<file path="src/srae_pkg.sv">
// ----------------------------------------------------------------------------
// srae_pkg
// Shared constants, codes and types of the serial register access engine.
// ----------------------------------------------------------------------------
`default_nettype none

package srae_pkg;

  localparam int MAP_BYTES        = 512;
  localparam int ADDR_W           = $clog2(MAP_BYTES);
  localparam int BYTES_PER_RESULT = 8;
  localparam int FILL_W           = $clog2(BYTES_PER_RESULT + 1);
  localparam int LANE_W           = (BYTES_PER_RESULT > 1) ? $clog2(BYTES_PER_RESULT) : 1;
  localparam int OUT_W            = 64;
  localparam int COUNT_W          = 4;
  localparam int HDR_LEN          = 5;
  localparam int HDR_CNT_W        = 3;
  localparam int QUEUE_DEPTH      = 4;
  localparam int QPTR_W           = $clog2(QUEUE_DEPTH);
  localparam int QCNT_W           = $clog2(QUEUE_DEPTH + 1);

  localparam logic [7:0] CMD_WRITE    = 8'hF0;
  localparam logic [7:0] CMD_READ     = 8'hF1;
  localparam logic [7:0] ANS_WRITE_OK = 8'hFB;
  localparam logic [7:0] ANS_READ     = 8'hFC;
  localparam logic [7:0] ANS_ERROR    = 8'hFF;

  typedef enum logic [1:0] {
    OP_STORE,
    OP_REPLY,
    OP_READ
  } op_t;

  // STORE: addr/data to write, reply set on the final byte of a write.
  // REPLY: data is the answer byte. READ: addr is start, data is length.
  typedef struct packed {
    op_t               op;
    logic [ADDR_W-1:0] addr;
    logic [7:0]        data;
    logic              reply;
  } job_t;

  typedef enum logic [1:0] {
    BK_CLEAR,
    BK_IDLE,
    BK_READ
  } back_state_t;

  typedef struct packed {
    logic clearing;
  } back_status_t;

endpackage

`default_nettype wire

</file>
<file path="src/srae_req_if.sv">
// ----------------------------------------------------------------------------
// srae_req_if
// Request channel: received bytes and timeouts.
// ----------------------------------------------------------------------------
`default_nettype none

interface srae_req_if;
  logic       valid;
  logic       ready;
  logic       kind;
  logic [7:0] rx_byte;

  modport source (output valid, output kind, output rx_byte, input ready);
  modport sink   (input valid, input kind, input rx_byte, output ready);
endinterface

`default_nettype wire

</file>
<file path="src/srae_rsp_if.sv">
// ----------------------------------------------------------------------------
// srae_rsp_if
// Response channel: packed answer bytes.
// ----------------------------------------------------------------------------
`default_nettype none

interface srae_rsp_if;
  logic                          valid;
  logic                          ready;
  logic [srae_pkg::OUT_W-1:0]    out_bytes;
  logic [srae_pkg::COUNT_W-1:0]  byte_count;
  logic                          last;

  modport source (output valid, output out_bytes, output byte_count, output last,
                  input ready);
  modport sink   (input valid, input out_bytes, input byte_count, input last,
                  output ready);
endinterface

`default_nettype wire

</file>
<file path="src/srae_front.sv">
// ----------------------------------------------------------------------------
// srae_front
// Header parser: tracks header and write phase, turns transactions into jobs.
// ----------------------------------------------------------------------------
`default_nettype none

module srae_front (
  input  wire                    clk,
  input  wire                    rst,
  srae_req_if.sink               req,
  input  wire                    q_full,
  input  srae_pkg::back_status_t status,
  output logic                   push,
  output srae_pkg::job_t         push_job
);

  logic                              phase, phase_next;
  logic [srae_pkg::HDR_CNT_W-1:0]    header_count, header_count_next;
  logic [7:0]                        command_byte, command_byte_next;
  logic [7:0]                        start_offset, start_offset_next;
  logic [7:0]                        write_remaining, write_remaining_next;
  logic [srae_pkg::ADDR_W-1:0]       write_address, write_address_next;
  logic                              accept;

  assign req.ready = !q_full && !status.clearing;
  assign accept    = req.valid && req.ready;

  always_comb begin
    phase_next           = phase;
    header_count_next    = header_count;
    command_byte_next    = command_byte;
    start_offset_next    = start_offset;
    write_remaining_next = write_remaining;
    write_address_next   = write_address;
    push                 = 1'b0;
    push_job             = '0;
    if (accept) begin
      if (phase) begin
        if (req.kind) begin
          push                 = 1'b1;
          push_job.op          = srae_pkg::OP_REPLY;
          push_job.data        = srae_pkg::ANS_ERROR;
          phase_next           = 1'b0;
          header_count_next    = '0;
          write_remaining_next = '0;
        end else begin
          push           = 1'b1;
          push_job.op    = srae_pkg::OP_STORE;
          push_job.addr  = write_address;
          push_job.data  = req.rx_byte;
          push_job.reply = (write_remaining == 8'd1);
          if (write_address == srae_pkg::ADDR_W'(srae_pkg::MAP_BYTES - 1)) begin
            write_address_next = '0;
          end else begin
            write_address_next = write_address + 1'b1;
          end
          write_remaining_next = write_remaining - 8'd1;
          if (write_remaining == 8'd1) begin
            phase_next        = 1'b0;
            header_count_next = '0;
          end
        end
      end else if (!req.kind) begin
        if (header_count == srae_pkg::HDR_CNT_W'(0)) begin
          command_byte_next = req.rx_byte;
        end
        if (header_count == srae_pkg::HDR_CNT_W'(1)) begin
          start_offset_next = req.rx_byte;
        end
        if (header_count != srae_pkg::HDR_CNT_W'(srae_pkg::HDR_LEN - 1)) begin
          header_count_next = header_count + 1'b1;
        end else begin
          header_count_next = '0;
          if (command_byte == srae_pkg::CMD_WRITE) begin
            if (req.rx_byte == 8'd0) begin
              push          = 1'b1;
              push_job.op   = srae_pkg::OP_REPLY;
              push_job.data = srae_pkg::ANS_WRITE_OK;
            end else begin
              phase_next           = 1'b1;
              write_remaining_next = req.rx_byte;
              write_address_next   = srae_pkg::ADDR_W'(start_offset);
            end
          end else if (command_byte == srae_pkg::CMD_READ) begin
            push          = 1'b1;
            push_job.op   = srae_pkg::OP_READ;
            push_job.addr = srae_pkg::ADDR_W'(start_offset);
            push_job.data = req.rx_byte;
          end else begin
            push          = 1'b1;
            push_job.op   = srae_pkg::OP_REPLY;
            push_job.data = srae_pkg::ANS_ERROR;
          end
        end
      end
    end
  end

  always_ff @(posedge clk) begin
    if (rst) begin
      phase           <= 1'b0;
      header_count    <= '0;
      command_byte    <= '0;
      start_offset    <= '0;
      write_remaining <= '0;
      write_address   <= '0;
    end else begin
      phase           <= phase_next;
      header_count    <= header_count_next;
      command_byte    <= command_byte_next;
      start_offset    <= start_offset_next;
      write_remaining <= write_remaining_next;
      write_address   <= write_address_next;
    end
  end

endmodule

`default_nettype wire

</file>
<file path="src/srae_queue.sv">
// ----------------------------------------------------------------------------
// srae_queue
// Small job FIFO between parser and executor.
// ----------------------------------------------------------------------------
`default_nettype none

module srae_queue (
  input  wire                   clk,
  input  wire                   rst,
  input  wire                   push,
  input  srae_pkg::job_t        push_job,
  input  wire                   pop,
  output logic                  q_valid,
  output srae_pkg::job_t        head,
  output logic                  q_full
);

  srae_pkg::job_t                slots [srae_pkg::QUEUE_DEPTH];
  logic [srae_pkg::QPTR_W-1:0]   wr_ptr, rd_ptr;
  logic [srae_pkg::QCNT_W-1:0]   count;

  assign q_valid = (count != '0);
  assign q_full  = (count == srae_pkg::QCNT_W'(srae_pkg::QUEUE_DEPTH));
  assign head    = slots[rd_ptr];

  always_ff @(posedge clk) begin
    if (push) begin
      slots[wr_ptr] <= push_job;
    end
  end

  always_ff @(posedge clk) begin
    if (rst) begin
      wr_ptr <= '0;
      rd_ptr <= '0;
      count  <= '0;
    end else begin
      if (push) begin
        wr_ptr <= (wr_ptr == srae_pkg::QPTR_W'(srae_pkg::QUEUE_DEPTH - 1)) ? '0
                                                                            : wr_ptr + 1'b1;
      end
      if (pop) begin
        rd_ptr <= (rd_ptr == srae_pkg::QPTR_W'(srae_pkg::QUEUE_DEPTH - 1)) ? '0
                                                                            : rd_ptr + 1'b1;
      end
      if (push && !pop) begin
        count <= count + 1'b1;
      end else if (pop && !push) begin
        count <= count - 1'b1;
      end
    end
  end

  a_no_overflow: assert property (@(posedge clk) disable iff (rst) push |-> (!q_full || pop))
    else $error("queue push while full");
  a_no_underflow: assert property (@(posedge clk) disable iff (rst) pop |-> q_valid)
    else $error("queue pop while empty");

endmodule

`default_nettype wire

</file>
<file path="src/srae_back.sv">
// ----------------------------------------------------------------------------
// srae_back
// Executor: owns the byte map, clears it after reset, performs stores,
// streams read bursts and holds the response register.
// ----------------------------------------------------------------------------
`default_nettype none

module srae_back (
  input  wire                     clk,
  input  wire                     rst,
  input  wire                     q_valid,
  input  srae_pkg::job_t          head,
  output logic                    pop,
  output srae_pkg::back_status_t  status,
  srae_rsp_if.source              rsp
);

  localparam int BPR = srae_pkg::BYTES_PER_RESULT;

  logic [7:0]                        map_mem [srae_pkg::MAP_BYTES];

  srae_pkg::back_state_t             state, state_next;
  logic [srae_pkg::ADDR_W-1:0]       clr_addr, clr_addr_next;
  logic [BPR-1:0][7:0]               acc, acc_next;
  logic [srae_pkg::FILL_W-1:0]       fill, fill_next;
  logic [7:0]                        rem, rem_next;
  logic [srae_pkg::ADDR_W-1:0]       raddr, raddr_next;
  logic                              pend, pend_next;
  logic [7:0]                        rd_data;

  logic                              out_valid, out_valid_next;
  logic [srae_pkg::OUT_W-1:0]        out_bytes, out_bytes_next;
  logic [srae_pkg::COUNT_W-1:0]      out_count, out_count_next;
  logic                              out_last, out_last_next;

  logic                              out_free;
  logic                              mem_we;
  logic [srae_pkg::ADDR_W-1:0]       mem_waddr;
  logic [7:0]                        mem_wdata;
  logic                              rd_issue;
  logic                              take;
  logic                              flush;
  logic                              src_done;

  assign rsp.valid      = out_valid;
  assign rsp.out_bytes  = out_bytes;
  assign rsp.byte_count = out_count;
  assign rsp.last       = out_last;

  assign status.clearing = (state == srae_pkg::BK_CLEAR);

  assign out_free = !out_valid || rsp.ready;

  always_comb begin
    state_next     = state;
    clr_addr_next  = clr_addr;
    acc_next       = acc;
    fill_next      = fill;
    rem_next       = rem;
    raddr_next     = raddr;
    pend_next      = pend;
    out_valid_next = out_valid && !rsp.ready;
    out_bytes_next = out_bytes;
    out_count_next = out_count;
    out_last_next  = out_last;
    pop            = 1'b0;
    mem_we         = 1'b0;
    mem_waddr      = clr_addr;
    mem_wdata      = 8'd0;
    rd_issue       = 1'b0;
    take           = 1'b0;
    flush          = 1'b0;
    src_done       = 1'b0;

    case (state)
      srae_pkg::BK_CLEAR: begin
        mem_we = 1'b1;
        if (clr_addr == srae_pkg::ADDR_W'(srae_pkg::MAP_BYTES - 1)) begin
          state_next = srae_pkg::BK_IDLE;
        end else begin
          clr_addr_next = clr_addr + 1'b1;
        end
      end

      srae_pkg::BK_IDLE: begin
        if (q_valid) begin
          case (head.op)
            srae_pkg::OP_STORE: begin
              if (!head.reply || out_free) begin
                pop       = 1'b1;
                mem_we    = 1'b1;
                mem_waddr = head.addr;
                mem_wdata = head.data;
                if (head.reply) begin
                  out_valid_next = 1'b1;
                  out_bytes_next = srae_pkg::OUT_W'(srae_pkg::ANS_WRITE_OK);
                  out_count_next = srae_pkg::COUNT_W'(1);
                  out_last_next  = 1'b1;
                end
              end
            end
            srae_pkg::OP_REPLY: begin
              if (out_free) begin
                pop            = 1'b1;
                out_valid_next = 1'b1;
                out_bytes_next = srae_pkg::OUT_W'(head.data);
                out_count_next = srae_pkg::COUNT_W'(1);
                out_last_next  = 1'b1;
              end
            end
            srae_pkg::OP_READ: begin
              pop         = 1'b1;
              acc_next    = '0;
              acc_next[0] = srae_pkg::ANS_READ;
              fill_next   = srae_pkg::FILL_W'(1);
              rem_next    = head.data;
              raddr_next  = head.addr;
              pend_next   = 1'b0;
              state_next  = srae_pkg::BK_READ;
            end
            default: begin
              pop = 1'b1;
            end
          endcase
        end
      end

      srae_pkg::BK_READ: begin
        take     = pend && (fill != srae_pkg::FILL_W'(BPR));
        src_done = (rem == 8'd0) && !pend;
        flush    = out_free && ((fill == srae_pkg::FILL_W'(BPR)) || src_done);
        rd_issue = (rem != 8'd0) && (!pend || take);
        if (take) begin
          acc_next[fill[srae_pkg::LANE_W-1:0]] = rd_data;
          fill_next = fill + 1'b1;
        end
        if (rd_issue) begin
          rem_next = rem - 8'd1;
          if (raddr == srae_pkg::ADDR_W'(srae_pkg::MAP_BYTES - 1)) begin
            raddr_next = '0;
          end else begin
            raddr_next = raddr + 1'b1;
          end
        end
        pend_next = rd_issue || (pend && !take);
        if (flush) begin
          out_valid_next = 1'b1;
          out_bytes_next = srae_pkg::OUT_W'(acc);
          out_count_next = srae_pkg::COUNT_W'(fill);
          out_last_next  = src_done;
          acc_next       = '0;
          fill_next      = '0;
          if (src_done) begin
            state_next = srae_pkg::BK_IDLE;
          end
        end
      end

      default: begin
        state_next = srae_pkg::BK_IDLE;
      end
    endcase
  end

  always_ff @(posedge clk) begin
    if (mem_we) begin
      map_mem[mem_waddr] <= mem_wdata;
    end
    if (rd_issue) begin
      rd_data <= map_mem[raddr];
    end
  end

  always_ff @(posedge clk) begin
    if (rst) begin
      state     <= srae_pkg::BK_CLEAR;
      clr_addr  <= '0;
      fill      <= '0;
      rem       <= '0;
      raddr     <= '0;
      pend      <= 1'b0;
      out_valid <= 1'b0;
    end else begin
      state     <= state_next;
      clr_addr  <= clr_addr_next;
      fill      <= fill_next;
      rem       <= rem_next;
      raddr     <= raddr_next;
      pend      <= pend_next;
      out_valid <= out_valid_next;
    end
  end

  always_ff @(posedge clk) begin
    acc       <= acc_next;
    out_bytes <= out_bytes_next;
    out_count <= out_count_next;
    out_last  <= out_last_next;
  end

  a_clear_start: assert property (@(posedge clk) rst |=> (state == srae_pkg::BK_CLEAR)
                                                      && (clr_addr == '0))
    else $error("clear pass does not restart after reset");
  a_no_pop_busy: assert property (@(posedge clk) disable iff (rst)
                                  (state != srae_pkg::BK_IDLE) |-> !pop)
    else $error("job taken while clearing or reading");
  a_take_flush: assert property (@(posedge clk) disable iff (rst) take |-> !flush)
    else $error("read byte appended in a flush cycle");
  a_fill_bound: assert property (@(posedge clk) disable iff (rst)
                                 fill <= srae_pkg::FILL_W'(BPR))
    else $error("packing register overfilled");
  a_pend_idle: assert property (@(posedge clk) disable iff (rst)
                                (state != srae_pkg::BK_READ) |-> !pend)
    else $error("read data pending outside a burst");

endmodule

`default_nettype wire

</file>
<file path="src/serial_register_access_engine.sv">
// ----------------------------------------------------------------------------
// serial_register_access_engine
// Byte-stream register access engine over a 512-byte map: header parser,
// job queue and executor with the map memory.
// ----------------------------------------------------------------------------
//   channel  dir  payload                           accepted when
//   req      in   kind, rx_byte                     req.valid && req.ready
//   rsp      out  out_bytes, byte_count, last       rsp.valid && rsp.ready
//
// A transaction on req is accepted whenever the 4-entry job queue has room
// and the map is not being cleared. After reset all 512 map bytes are
// cleared; req.ready is low during that pass. Single-byte answers, and
// stores that reply, wait for a free response register. A read of N bytes
// holds the executor until its burst is sent, one map read port access per
// byte. A stalled rsp backs up into the queue and then into req.ready.
// ----------------------------------------------------------------------------
`default_nettype none

module serial_register_access_engine (
  input  wire         clk,
  input  wire         rst,
  srae_req_if.sink    req,
  srae_rsp_if.source  rsp
);

  logic                    push;
  srae_pkg::job_t          push_job;
  logic                    pop;
  logic                    q_valid;
  logic                    q_full;
  srae_pkg::job_t          head;
  srae_pkg::back_status_t  status;

  srae_front u_front (
    .clk      (clk),
    .rst      (rst),
    .req      (req),
    .q_full   (q_full),
    .status   (status),
    .push     (push),
    .push_job (push_job)
  );

  srae_queue u_queue (
    .clk      (clk),
    .rst      (rst),
    .push     (push),
    .push_job (push_job),
    .pop      (pop),
    .q_valid  (q_valid),
    .head     (head),
    .q_full   (q_full)
  );

  srae_back u_back (
    .clk     (clk),
    .rst     (rst),
    .q_valid (q_valid),
    .head    (head),
    .pop     (pop),
    .status  (status),
    .rsp     (rsp)
  );

endmodule

`default_nettype wire
</file>
<file path="src/flat_wrapper.sv">
// flat-port wrapper written by rule: the top's interface ports become plain ports
module serial_register_access_engine_flat 
  (clk, rst, req_valid, req_kind, req_rx_byte, req_ready, rsp_valid, rsp_out_bytes, rsp_byte_count, rsp_last, rsp_ready);
  srae_req_if req_i ();
  srae_rsp_if rsp_i ();
  input  wire clk;
  input  wire rst;
  input wire logic [$bits(req_i.valid)-1:0] req_valid;
  input wire logic [$bits(req_i.kind)-1:0] req_kind;
  input wire logic [$bits(req_i.rx_byte)-1:0] req_rx_byte;
  output wire logic [$bits(req_i.ready)-1:0] req_ready;
  output wire logic [$bits(rsp_i.valid)-1:0] rsp_valid;
  output wire logic [$bits(rsp_i.out_bytes)-1:0] rsp_out_bytes;
  output wire logic [$bits(rsp_i.byte_count)-1:0] rsp_byte_count;
  output wire logic [$bits(rsp_i.last)-1:0] rsp_last;
  input wire logic [$bits(rsp_i.ready)-1:0] rsp_ready;
  assign req_i.valid = req_valid;
  assign req_i.kind = req_kind;
  assign req_i.rx_byte = req_rx_byte;
  assign req_ready = req_i.ready;
  assign rsp_valid = rsp_i.valid;
  assign rsp_out_bytes = rsp_i.out_bytes;
  assign rsp_byte_count = rsp_i.byte_count;
  assign rsp_last = rsp_i.last;
  assign rsp_i.ready = rsp_ready;
  serial_register_access_engine u_core (.clk(clk), .rst(rst), .req(req_i), .rsp(rsp_i));
endmodule
</file>
<file path="config.mk">
export PLATFORM = sky130hd
export DESIGN_NAME = serial_register_access_engine_flat
export DESIGN_NICKNAME = d
export VERILOG_FILES = /design/src/srae_pkg.sv /design/src/srae_req_if.sv /design/src/srae_rsp_if.sv /design/src/srae_front.sv /design/src/srae_queue.sv /design/src/srae_back.sv /design/src/serial_register_access_engine.sv /design/src/flat_wrapper.sv
export SDC_FILE = /design/constraint.sdc
export NUM_CORES = 2
export LEC_CHECK = 0
export BUFFER_PORTS_ARGS = -buffer_cell sky130_fd_sc_hd__buf_2
export CAP_MARGIN = 30
export CELL_PAD_IN_SITES_DETAIL_PLACEMENT = 1
export CELL_PAD_IN_SITES_GLOBAL_PLACEMENT = 2
export CORE_ASPECT_RATIO = 1.2
export CORE_MARGIN = 2
export CORE_UTILIZATION = 28
export CTS_CLUSTER_SIZE = 28
export DETAILED_ROUTE_END_ITERATION = 8
export PLACE_DENSITY = 0.48
export SLEW_MARGIN = 40
export SYNTH_ARGS = -nofsm -noshare
export SYNTH_HDL_FRONTEND = slang
export SYNTH_MEMORY_MAX_BITS = 65536
export SYNTH_SLANG_ARGS = --single-unit
</file>
<file path="constraint.sdc">
create_clock -name clk -period 31.5 [get_ports clk]
set_input_delay 1.575 -clock clk [delete_from_list [all_inputs] [get_ports clk]]
set_output_delay 1.575 -clock clk [all_outputs]
set_load 0.005 [all_outputs]
</file>
==> out/summary.txt <==
Outcome = finished clean
Total Routing Usage GR = 17.6%
Yosys warning count = 0
Metal-1 WL = 241,000 µm
Die H = 863 µm
Fillers = 60,504
PostCTS Resize Cnt = 0
Maximum vdd drop = 0.0483 mV
Main synth FF type = edfxtp_1
Finished Cell Area = 199,000 µm²
Chip Width = 719 µm
Synth cell types = 86
Clk slew on worst S/H paths = 0.07 ns
Postcts setup bufs = 0
Synth top area cells = edfxtp_1, mux4_2, mux2i_1
Asr flop ratio synth = 0%
H-tree depth = 5
Data required, critical path = 32.25 ns
Post-Syn Area = 172,000 µm²
CP Cell Sequence = buf_4 > buf_4 > buf_4 > buf_4 > buf_4 > mux4_2 > mux4_2 > mux2i_1 > o22ai_1 > a2111oi_1 > buf_4 > a22oi_1
Fin. max-slew vios = 0
Setup Skew = 0.0551 ns
Worst Path Max Fanout = 46
Final min period = 6.92 ns
Vias in the first global route = 90,817
Via count = 84,648
Initial drt markers = 6,970
Cell mode on critical path = buf_4
FF/Latch Area = 131,000 µm²
TritonCTS clock tree = yes
Synth area leader = edfxtp_1
Max-cap violations = 0
Layout cells sized above 1 = 29.3%
Worst setup margin = 24.58 ns
Max Used Layer = met5
Final hold vios = 0
Met2 wire length = 280,000 µm
Die area = 621,000 µm²
Mapped Cells = 8,297
Synthesized Nets = 8,335
Period utilisation layout = 22.0%
Hold crit path type = register to register
LEAKAGE = 64.3 nW
WP data arrival = 7.67 ns
Initial Util = 28.1%
Final core occ = 32.6%
Worst-Margin Slew = 0.988 ns
Wire length per cell = 32.7 µm
Synthesized flop and latch total = 4,397
Port Buffer Count = 83
PwrDens = 59.4 nW/µm²
Setup-failing EPs final = 0
Num ports = 84
Routed vias/inst = 4.95
Setup crit end kind = register
Antenna violations before repair = 25
Clock sinks = 4,397
Maximum clock rate = 0.145 GHz
Avg Cell Area, Syn = 20.7 µm²
CP max stage delay = 0.81 ns
Clock Path Buffers = 4
Kind of critical path = register to register
First-pass GRT wire length = 773,000 µm
Skew-Pair Late Insertion Delay = 1.05 ns
WL met3 = 23,500 µm
Largest net degree at the start of global routing = 168
Pre-CTS setup slack = 24.47 ns
Root buf cell = clkbuf_16
Drt pass-1 iters = 5
Number of remaining DRC errors = 0
Number of synthesized flops with an enable pin = 4,317
Worst Path Buf+Inv = 6
Final Wtd Congestion = 0.759
DP HPWL = 345,000 µm
Inserted Clock Buffers = 457
Total core area = 612,000 µm²
Element type at the critical path start = register
Cts hold-fix bufs = 0
Multi-input gate area = 39,700 µm²
RSZ-0062 raised after global routing = no
Area after DPL = 184,000 µm²
Slew headroom = 33.6%
Remaining antenna violation count after routing = 0
Area grow syn2layout = 15.9%
Final wirelength = 558,000 µm
GRT overflow = 0
Crit-path leading delay family = buffers and inverters
FP Rows = 315
Top-area cell type share of the netlist area = 75.4%
Setup TNS = 0 ns
Seq/Total Area, Yosys = 76.3%
Slowest-stage cell, CP = a2111oi_1
Pwr Total = 11.8 mW
Final nets = 8,650
[flip-flops by register name, indices dropped and copies added, names as in the netlist, 2 cells and up, named ones only]
signal                          cells
u_core.u_back.acc                  64
u_core.u_queue.rd_ptr               2
u_core.u_back.map_mem            4096
u_core.u_back.state                 2
u_core.u_queue.slots               80
u_core.u_back.raddr                 9
u_core.u_back.fill                  4
u_core.u_back.rem                   8
u_core.u_front.command_byte         8
u_core.u_queue.wr_ptr               2
u_core.u_back.rsp.byte_count        4
u_core.u_front.write_address        9
u_core.u_back.rd_data               8
u_core.u_front.start_offset         8
u_core.u_front.header_count         3
u_core.u_back.rsp.out_bytes        64
u_core.u_queue.count                3
u_core.u_back.clr_addr              9
u_core.u_front.write_remaining      8
[cell usage after synthesis, types with 22 or more instances]
cell type and n:
dfxtp_1 80, edfxtp_1 4317, a22oi_1 66, nor2_1 707, o221ai_1 45, a21oi_1 123, buf_1 56, clkbuf_1 208
inv_1 25, buf_6 22, a211oi_1 41, ha_1 24, a221oi_1 52, a2111oi_0 23, nand3_1 37, mux4_2 1053
o22ai_1 41, buf_4 54, nand2_1 243, buf_2 176, and2_1 71, nor3_1 31, mux2i_1 381, o21ai_0 87
[stage by stage]
step	hold slack, ns	cells
6_report	0.503	17091
5_1_grt	0.542	17083
4_1_cts	0.503	17073
3_5_place_dp	0.488	16227
3_3_place_gp	0.468	16184
2_1_floorplan	0.454	8297
[per-layer routing]
layer / track usage (%) / vias to the layer above
met3: 2.06 / 602
met5: 0 / -
li1: - / 35007
met1: 23.8 / 47069
met4: 4.02 / 2
met2: 30.4 / 1968
[placed cells by master, fill, tap and decap left out, drive strengths merged, types with 16 or more instances in the layout]
cell,Yosys,routed
nor3,32,32
a221oi,52,52
nor2b,21,21
a22oi,66,66
o21ai,88,88
nand2b,21,21
mux2i,384,384
and3,16,16
nand2,250,250
mux4,1058,1058
nand3,37,37
nor2,707,707
a31oi,17,17
and2,72,72
bufinv,0,42
buf,308,370
edfxtp,4317,4317
ha,24,24
clkinvlp,0,26
inv,27,40
a21oi,123,123
a211oi,42,42
dfxtp,80,80
o22ai,41,41
o211ai,20,20
a22o,21,21
clkinv,2,211
o221ai,45,45
a2111oi,23,23
clkbuf,208,557
mux2,17,17
[report_power, final]
group | internal, mW | leakage [nW] | switching (mW)
Sequential | 6.33 | 44.8 | 0.00229
Clock | 3.04 | 7.15 | 2.38
Combinational | 0.0234 | 12.3 | 0.0717
[area by class of cell]
class / count / area share (%)
antenna: 9 / 0.0113
tap: 8083 / 5.07
clock inverter: 290 / 1.38
multi-input combinational: 3355 / 19.9
timing repair buffer: 372 / 1.77
sequential: 4397 / 65.8
clock buffer: 556 / 5.99
inverter: 29 / 0.0640
[tightest hold or removal path, stage by stage (launching register included)]
cell	delay, ns
dfxtp_1	0.33
mux2i_1	0.07
nor2_1	0.07
[cell families after synthesis]
family,count (synthesis),synth area share [%]
AND/OR/NAND/NOR,1219,3.06
buffers and inverters,545,1.53
AO/OA/AOI/OAI,640,2.63
multiplexers,1459,16.2
adder cells (fa/ha/maj),25,0.186
XOR/XNOR,12,0.0611
flip-flops,4397,76.3
[path summary, 6_finish.rpt]
kind,startpoint,to,slack [ns],cells after the start
max,u_core.u_back.raddr[1],u_core.u_back.rd_data[5],24.58,12
min,u_core.u_front.command_byte[3],u_core.u_front.command_byte[3],0.50,2
max reg2reg,u_core.u_back.raddr[1],u_core.u_back.rd_data[5],24.58,12
min reg2reg,u_core.u_front.command_byte[3],u_core.u_front.command_byte[3],0.50,2
(Power assumes the default switching activity.)
